===== src/gfr_pkg.sv =====
// Shared types and constants for the grid forward remap block with hole fill.
`default_nettype none

package gfr_pkg;

    // Operation codes carried by each input item.
    localparam logic [1:0] OP_SCATTER = 2'd0;
    localparam logic [1:0] OP_READ    = 2'd1;
    localparam logic [1:0] OP_CLEAR   = 2'd2;

    // Configuration register indexes.
    localparam logic [2:0] CFG_WEST_EDGE  = 3'd0;
    localparam logic [2:0] CFG_NORTH_EDGE = 3'd1;
    localparam logic [2:0] CFG_COLS_PER   = 3'd2;
    localparam logic [2:0] CFG_ROWS_PER   = 3'd3;
    localparam logic [2:0] CFG_GRID_COLS  = 3'd4;
    localparam logic [2:0] CFG_GRID_ROWS  = 3'd5;

    // Fixed field widths.
    localparam int CFG_IDX_W  = 3;
    localparam int CFG_DATA_W = 25;
    localparam int LON_W      = 25;
    localparam int LAT_W      = 24;
    localparam int SCALE_W    = 24;
    localparam int GRID_W     = 10;
    localparam int RC_W       = 9;
    // Scaled offset: lon difference (26 bits) times Q10.14 scale, shifted right by 30.
    localparam int DIFF_W     = 26;
    localparam int PROD_W     = DIFF_W + SCALE_W;
    localparam int FRAC_SHIFT = 30;
    localparam int Q_W        = PROD_W - FRAC_SHIFT;

    // Each cell stores an epoch tag; a cell is occupied when its tag matches the current epoch.
    localparam int EPOCH_W = 4;

    // Neighbor offsets: up, down, left, right.
    localparam logic signed [1:0] NB_DX [4] = '{2'sd0, 2'sd0, -2'sd1, 2'sd1};
    localparam logic signed [1:0] NB_DY [4] = '{-2'sd1, 2'sd1, 2'sd0, 2'sd0};

    typedef enum logic [3:0] {
        S_SWEEP,
        S_IDLE,
        S_DEC,
        S_MUL_X,
        S_MUL_Y,
        S_WRITE,
        S_RD_CENTER,
        S_RD_CHECK,
        S_NB_ISSUE,
        S_NB_ACC,
        S_NB_DONE,
        S_DIV,
        S_DIV_FIN,
        S_OUT
    } t_state;

    typedef struct packed {
        logic load_in;
        logic mul_x;
        logic mul_y;
        logic cell_wr;
        logic sweep_wr;
        logic epoch_inc;
        logic epoch_set;
        logic rd_center;
        logic nb_issue;
        logic nb_acc;
        logic div_start;
        logic div_step;
        logic res_zero;
        logic res_cell;
        logic res_avg;
        logic out_load;
    } t_cmd;

    typedef struct packed {
        logic [1:0] op;
        logic       sample_valid;
        logic       scatter_ok;
        logic       read_ok;
        logic       center_occ;
        logic       nb_last;
        logic       cnt_zero;
        logic       div_last;
        logic       sweep_last;
        logic       epoch_max;
        logic       out_free;
    } t_sts;

endpackage

`default_nettype wire


===== src/gfr_ctrl.sv =====
// Controller state machine that sequences scatter, read with hole fill and clear.
`default_nettype none

module gfr_ctrl (
    input  wire logic          i_clk,
    input  wire logic          i_rst_n,
    input  wire logic          i_in_valid,
    input  wire gfr_pkg::t_sts i_sts,
    output gfr_pkg::t_cmd      o_cmd,
    output logic               o_in_stall
);

    gfr_pkg::t_state r_state;
    gfr_pkg::t_state n_state;

    // State register; reset starts with a sweep of the tag memory.
    always_ff @(posedge i_clk) begin
        if (!i_rst_n) begin
            r_state <= gfr_pkg::S_SWEEP;
        end else begin
            r_state <= n_state;
        end
    end

    // Next state.
    always_comb begin
        n_state = r_state;
        case (r_state)
            gfr_pkg::S_SWEEP: begin
                if (i_sts.sweep_last) n_state = gfr_pkg::S_IDLE;
            end
            gfr_pkg::S_IDLE: begin
                if (i_in_valid) n_state = gfr_pkg::S_DEC;
            end
            gfr_pkg::S_DEC: begin
                case (i_sts.op)
                    gfr_pkg::OP_SCATTER: begin
                        n_state = i_sts.sample_valid ? gfr_pkg::S_MUL_X : gfr_pkg::S_IDLE;
                    end
                    gfr_pkg::OP_READ: n_state = gfr_pkg::S_RD_CENTER;
                    gfr_pkg::OP_CLEAR: begin
                        n_state = i_sts.epoch_max ? gfr_pkg::S_SWEEP : gfr_pkg::S_IDLE;
                    end
                    default: n_state = gfr_pkg::S_IDLE;
                endcase
            end
            gfr_pkg::S_MUL_X:     n_state = gfr_pkg::S_MUL_Y;
            gfr_pkg::S_MUL_Y:     n_state = gfr_pkg::S_WRITE;
            gfr_pkg::S_WRITE:     n_state = gfr_pkg::S_IDLE;
            gfr_pkg::S_RD_CENTER: n_state = gfr_pkg::S_RD_CHECK;
            gfr_pkg::S_RD_CHECK: begin
                if (!i_sts.read_ok || i_sts.center_occ) begin
                    n_state = gfr_pkg::S_OUT;
                end else begin
                    n_state = gfr_pkg::S_NB_ISSUE;
                end
            end
            gfr_pkg::S_NB_ISSUE: n_state = gfr_pkg::S_NB_ACC;
            gfr_pkg::S_NB_ACC: begin
                n_state = i_sts.nb_last ? gfr_pkg::S_NB_DONE : gfr_pkg::S_NB_ISSUE;
            end
            gfr_pkg::S_NB_DONE: begin
                n_state = i_sts.cnt_zero ? gfr_pkg::S_OUT : gfr_pkg::S_DIV;
            end
            gfr_pkg::S_DIV: begin
                if (i_sts.div_last) n_state = gfr_pkg::S_DIV_FIN;
            end
            gfr_pkg::S_DIV_FIN: n_state = gfr_pkg::S_OUT;
            gfr_pkg::S_OUT: begin
                if (i_sts.out_free) n_state = gfr_pkg::S_IDLE;
            end
            default: n_state = gfr_pkg::S_IDLE;
        endcase
    end

    // Command outputs.
    always_comb begin
        o_cmd = '0;
        case (r_state)
            gfr_pkg::S_SWEEP: begin
                o_cmd.sweep_wr  = 1'b1;
                o_cmd.epoch_set = i_sts.sweep_last;
            end
            gfr_pkg::S_IDLE: o_cmd.load_in = i_in_valid;
            gfr_pkg::S_DEC: begin
                o_cmd.epoch_inc = (i_sts.op == gfr_pkg::OP_CLEAR) && !i_sts.epoch_max;
            end
            gfr_pkg::S_MUL_X:     o_cmd.mul_x = 1'b1;
            gfr_pkg::S_MUL_Y:     o_cmd.mul_y = 1'b1;
            gfr_pkg::S_WRITE:     o_cmd.cell_wr = i_sts.scatter_ok;
            gfr_pkg::S_RD_CENTER: o_cmd.rd_center = 1'b1;
            gfr_pkg::S_RD_CHECK: begin
                o_cmd.res_zero = !i_sts.read_ok;
                o_cmd.res_cell = i_sts.read_ok && i_sts.center_occ;
            end
            gfr_pkg::S_NB_ISSUE: o_cmd.nb_issue = 1'b1;
            gfr_pkg::S_NB_ACC:   o_cmd.nb_acc = 1'b1;
            gfr_pkg::S_NB_DONE: begin
                o_cmd.res_zero  = i_sts.cnt_zero;
                o_cmd.div_start = !i_sts.cnt_zero;
            end
            gfr_pkg::S_DIV:     o_cmd.div_step = 1'b1;
            gfr_pkg::S_DIV_FIN: o_cmd.res_avg = 1'b1;
            gfr_pkg::S_OUT:     o_cmd.out_load = i_sts.out_free;
            default: o_cmd = '0;
        endcase
    end

    assign o_in_stall = (r_state != gfr_pkg::S_IDLE);

endmodule

`default_nettype wire


===== config.mk =====
export PLATFORM = sky130hd
export DESIGN_NAME = gfr_ctrl
export DESIGN_NICKNAME = d
export VERILOG_FILES = /design/src/gfr_pkg.sv /design/src/gfr_ctrl.sv
export SDC_FILE = /design/constraint.sdc
export NUM_CORES = 1
export LEC_CHECK = 0
export BUFFER_PORTS_ARGS = -buffer_cell sky130_fd_sc_hd__buf_2
export CAP_MARGIN = 20
export CORE_AREA = 2 2 41 43
export DETAILED_ROUTE_END_ITERATION = 6
export DIE_AREA = 0 0 43 45
export HOLD_SLACK_MARGIN = 0.03
export PLACE_DENSITY_LB_ADDON = 0.25
export SETUP_SLACK_MARGIN = 0.5
export SYNTH_ARGS = -nofsm -noshare
export SYNTH_HDL_FRONTEND = slang
export SYNTH_SLANG_ARGS = --single-unit

===== constraint.sdc =====
create_clock -name i_clk -period 1.8 [get_ports i_clk]
set_clock_uncertainty 0.2 [all_clocks]
set_input_delay 0.27 -clock i_clk [delete_from_list [all_inputs] [get_ports i_clk]]
set_output_delay 0.27 -clock i_clk [all_outputs]
set_load 0.01 [all_outputs]

# After elaboration in Yosys (flattened, before gate mapping)
# Index checks and enable logic that the tools add are counted.
[word_totals]
reg_bits = 4
out_inout_bits = 17
[classes]
n_eq_ne = 20
muxes = 27
reduce_logical = 9
[op_table]
columns = ["cell", "n"]
rows = [
  ["$pmux 4 s13", 1],
  ["$eq 4x4->1 const B", 6],
  ["$eq 4x3->1 const B", 4],
  ["$mux 1", 16],
  ["$mux 4", 4],
  ["$pmux 3 s3", 1],
  ["$eq 4x2->1 const B", 2],
  ["$ne 2x2->1 const B", 4],
  ["$mux 3", 2],
  ["$eq 4x1->1 const B", 1],
  ["$logic_not 4->1", 1],
  ["$mux 2", 2],
  ["$ne 4x1->1 const B", 1],
  ["$reduce_and 4->1", 1],
  ["$logic_not 1->1", 3],
  ["$eq 2x1->1 const B", 1],
  ["$eq 2x2->1 const B", 1],
  ["$logic_and 1x1->1", 2],
  ["$logic_not 2->1", 1],
  ["$pmux 1 s2", 1],
  ["$logic_or 1x1->1", 1],
]

# Logic depth before layout (Yosys ltp)
[depth]
depth_word = 4
depth_mapped = 6
depth_no_buf = 5

# Worst setup path after synthesis
# OpenSTA, ideal clock, no wires.
[synth_timing]
path_kind = "reg-to-output"
startpoint = "reg r_state[3]"
endpoint = "out o_cmd[9] in the netlist's numbering"
t_arrival_ps = 1054
required_ps = 1330
path_slack_ps = 276
path_stages_with_launch = 4
n_path_buf = 1
cell_sequence = "dfxtp_1 > buf_4 > nor4_4 > and2_1"
[synth_rtl]
columns = ["item", "line", "rtl"]
rows = [
  ["start, declared", "gfr_ctrl.sv:13", "gfr_pkg::t_state r_state;"],
  ["start signal, assigned", "gfr_ctrl.sv:19", "r_state <= gfr_pkg::S_SWEEP;"],
  ["start signal, assigned", "gfr_ctrl.sv:21", "r_state <= n_state;"],
  ["end, declared", "gfr_ctrl.sv:9", "output gfr_pkg::t_cmd o_cmd,"],
]

==> results <==
- The worst path in the final design needs a cycle of 1.77 ns, including I/O delays and setup.
- The largest registers in the layout are r_state: 4 flops.
- The proportion of netlist area held by the largest area contributor is 13.9%.
- The clock sink total is 4.
- The x dimension of the die is 43 um.
- Yosys mapped the design onto 38 distinct sky130hd cell types.
- Summed over all layers, the routed wires come to 2570 um.
- The number of port buffers is 31.
- The count of pins on the block boundary is 32.
- The register with the most flip-flops is r_state.
- The critical path arrival is about 1.3 ns.
- Dividing the detail-routed via count by the number of cells gives 5.48.
- The synthesis-to-finish area growth is 114%.
- The cell type with the highest aggregate area in the netlist is sky130_fd_sc_hd__dfxtp_1.
- The met2 demand-to-capacity share in global routing is 46.7%.
- The delay of the slowest cell on the worst path is 0.37 ns.
- In this run, synthesis produced a sequential element count of 4.
- The congestion estimate from routability-driven global placement came to 0.841.
- Detailed placement ended at an HPWL of roughly 1200 um.
- The worst register-to-register path begins at r_state[0].
- The hold violation total from the final report came to 0.
- The number of buffers inserted during clock tree synthesis is 3.
- The signal on the critical path passes through buf_6 > nor4_4 > and2_4 > buf_6.
- The final setup TNS is 0 ns.
- The initial utilization of the core area, before any placement, comes to 39.0%.
- The floorplan step defined a die boundary enclosing 1940 um2.
- The dominant synthesized flop cell is sky130_fd_sc_hd__dfxtp_1.
- Setup repair after global routing could not meet its margin everywhere.
- Sorting the synthesized cells by area gives the leading types as sky130_fd_sc_hd__dfxtp_1 (14%), sky130_fd_sc_hd__nor3_1 (6.1%), sky130_fd_sc_hd__nor2_1 (5.2%).
- Max-cap violations in this run came to 0.
- The tree is rooted in a sky130_fd_sc_hd__clkbuf_4.
- The run finished with clean final reports.
- The number of core rows is 14.
- The library cells used most frequently in the layout, excluding fill and tap cells, are sky130_fd_sc_hd__buf_2 (28), sky130_fd_sc_hd__buf_6 (20), sky130_fd_sc_hd__buf_4 (13).
- The area of the core is 1470 um2.
- For the worst setup path, the data required time is 1.33 ns.
- Across the VDD grid, the largest voltage drop is 0.223 mV.
- Entering global routing, the biggest net connects 10 pins.
- The number of nets handed over by synthesis was 96.
- The highest-delay cell along the critical path is sky130_fd_sc_hd__dfxtp_4.
- Tracing the worst setup path back leads to its startpoint at r_state[1].
- The transition time at the pin with the least slew margin is 0.300 ns.
- The CTS clock-pin slew for the worst setup and hold paths is 0.05 ns.
- The overall global routing resource usage is 25.4%.
- After routing the design area is between 1000 and 1500 um2.
- The initial DRC count is 6.
- After detailed routing, the average wire length per cell comes to 16.5 um.
- Before antenna repair, the detailed router went through 4 iterations.
- The largest fanout of any net on the critical path is 5.
- The total number of yosys warnings is 0.
- The number of nets with antenna violations after detailed routing is 0.
- Global routing used 31.0% of the available met1 tracks.
- The post-route netlist has about three quarters of its cells at a drive strength greater than 1.
- The count of hold buffers inserted by post-cts repair is 0.
- The proportion of synthesized chip area in sequential cells is 13.9%.
- The number of pins exceeding their max-slew limit in the final report is 0.
- The leading cell type in the layout, fill and taps excluded is sky130_fd_sc_hd__buf_2.
- The final period utilization is 98.4%.
- The number of antenna cells inserted is 0.
- The type of element capturing the critical path is an output pin.
- The number of global-route vias before repair is 779.
- The most prevalent standard cell on the critical path is sky130_fd_sc_hd__buf_6.
- The chip height is approximately 45 um.
- In this run the number of H-tree levels came out at 1.
- The TritonCTS clock tree is yes.
- The number of buffers between clock root and the deepest sink is 2.
- The highest attainable clock frequency is 565 MHz.
- In the routed design, unresolved DRC markers number 0.
- The first global-routing pass estimated 3700 um of wire.
- The placed instances occupy a cell area of 798 um2.
- The total overflow left after global routing is 0.
- The register with the most flip-flops in the layout has 4 of them.
- The global-route track usage on met3 is around 1.2%.
- The type of the most critical hold path is in2reg.
- The fraction of registers with async set or reset after synthesis is 0%.
- In this run the power density over the cells is 319 nW/um2.
- The final net count is 156.
- The average cell area after synthesis is 7.09 um2.
- The cell area after technology mapping is 574 um2.
- The final cell utilization of the core is 83.6%.
- For this block, the via count after detailed routing is 855.
- The number of flops mapped to enable cells by yosys is 0.
- Setup violations remaining at the end of the flow were counted as 0.
- The initial antenna violation count is 0.
- The cell count after synthesis is 81.
- The analysis attributes to cell leakage a power of 0.552 nW.
- The worst setup path is of the reg2out kind.
- The worst hold margin is ~0.099 ns.
- In this run the most used layer during global routing was met2.
- After filler insertion, the fill cell instance count of the layout stands at 96.
- The startpoint identified for the worst hold timing path is i_rst_n.
- The insertion delay to the later sink of the worst-skew pair is 0.26 ns.
- Measured against its own limit, the worst slew margin works out to 79.9%.
- STA classifies the critical path startpoint as a flop.
[area by class of cell]
class                      instances  area (um2)  share of cell area (%)
sequential                         4        95.1                    7.73
inverter                           8        37.5                    3.05
timing repair buffer              61         463                    37.6
multi-input combinational         63         588                    47.8
tap                               16        20.0                    1.63
clock buffer                       4        26.3                    2.14
[critical path: cells and delay by family (launching register included)]
family                 cells  cell delay, ns
buffers and inverters      2            0.22
DFF                        1            0.37
and+or+nand+nor            2            0.47
[synth_stat cells (2+ instances only)]
cell type and number:
sky130_fd_sc_hd__a211oi_1 2, sky130_fd_sc_hd__a21oi_1 4, sky130_fd_sc_hd__a22oi_2 2, sky130_fd_sc_hd__and3_1 2
sky130_fd_sc_hd__buf_6 2, sky130_fd_sc_hd__clkbuf_8 2, sky130_fd_sc_hd__dfxtp_1 4, sky130_fd_sc_hd__inv_1 7
sky130_fd_sc_hd__nand2_1 7, sky130_fd_sc_hd__nand2b_1 4, sky130_fd_sc_hd__nand3_1 3, sky130_fd_sc_hd__nor2_1 8
sky130_fd_sc_hd__nor3_1 7, sky130_fd_sc_hd__o21ai_0 2, sky130_fd_sc_hd__o21ai_1 2
[final timing paths]
path | end | slack [ns] | cells past startpoint
setup / recovery | o_cmd[9] | 0.03 | 4
hold / removal | r_state[3] | 0.1 | 2
setup reg to reg | r_state[1] | 0.13 | 8
hold reg to reg | r_state[3] | 0.49 | 3
[per-layer routing]
| layer | routed length [um] | vias up | share of wire, % |
|---|---|---|---|
| met2 | 1340 | 31 | 52 |
| met4 | 59 | 0 | 2.3 |
| met5 | 0 | - | 0 |
| li1 | - | 408 | - |
| met3 | 99 | 6 | 3.9 |
| met1 | 1070 | 410 | 42 |
[cell families (layout without fill, tap and decap cells)]
kind of cell,count (synthesis),count (layout),share of synthesized area (%)
simple gates,39,39,38.1
compound gates,23,23,30.3
buf+inv,14,73,16.1
flops,4,4,13.9
xor+xnor,1,1,1.53
[what timing repair did]
| action | 4_1_cts | 5_1_grt |
|---|---|---|
| pin swaps | 11 | 14 |
| endpoints found under the setup margin | 21 | 21 |
| resized for setup | 27 | 27 |
| gates cloned | 0 | 0 |
| setup buffers | 19 | 6 |
[metrics by stage]
step	power, mW	std cells	worst slack [ns]
2_1_floorplan	0.170	81	0.308
3_3_place_gp	0.201	127	0.109
3_5_place_dp	0.202	127	0.119
4_1_cts	0.347	150	0.0503
5_1_grt	0.414	156	-0.0542
6_report	0.392	156	0.0294
[where the power goes]
group	switching [mW]	total (mW)	internal, mW
registers	0.00741	0.0953	0.0879
clock network	0.0480	0.132	0.0838
logic	0.0768	0.165	0.0880
Power figures use the tool's default switching activity.
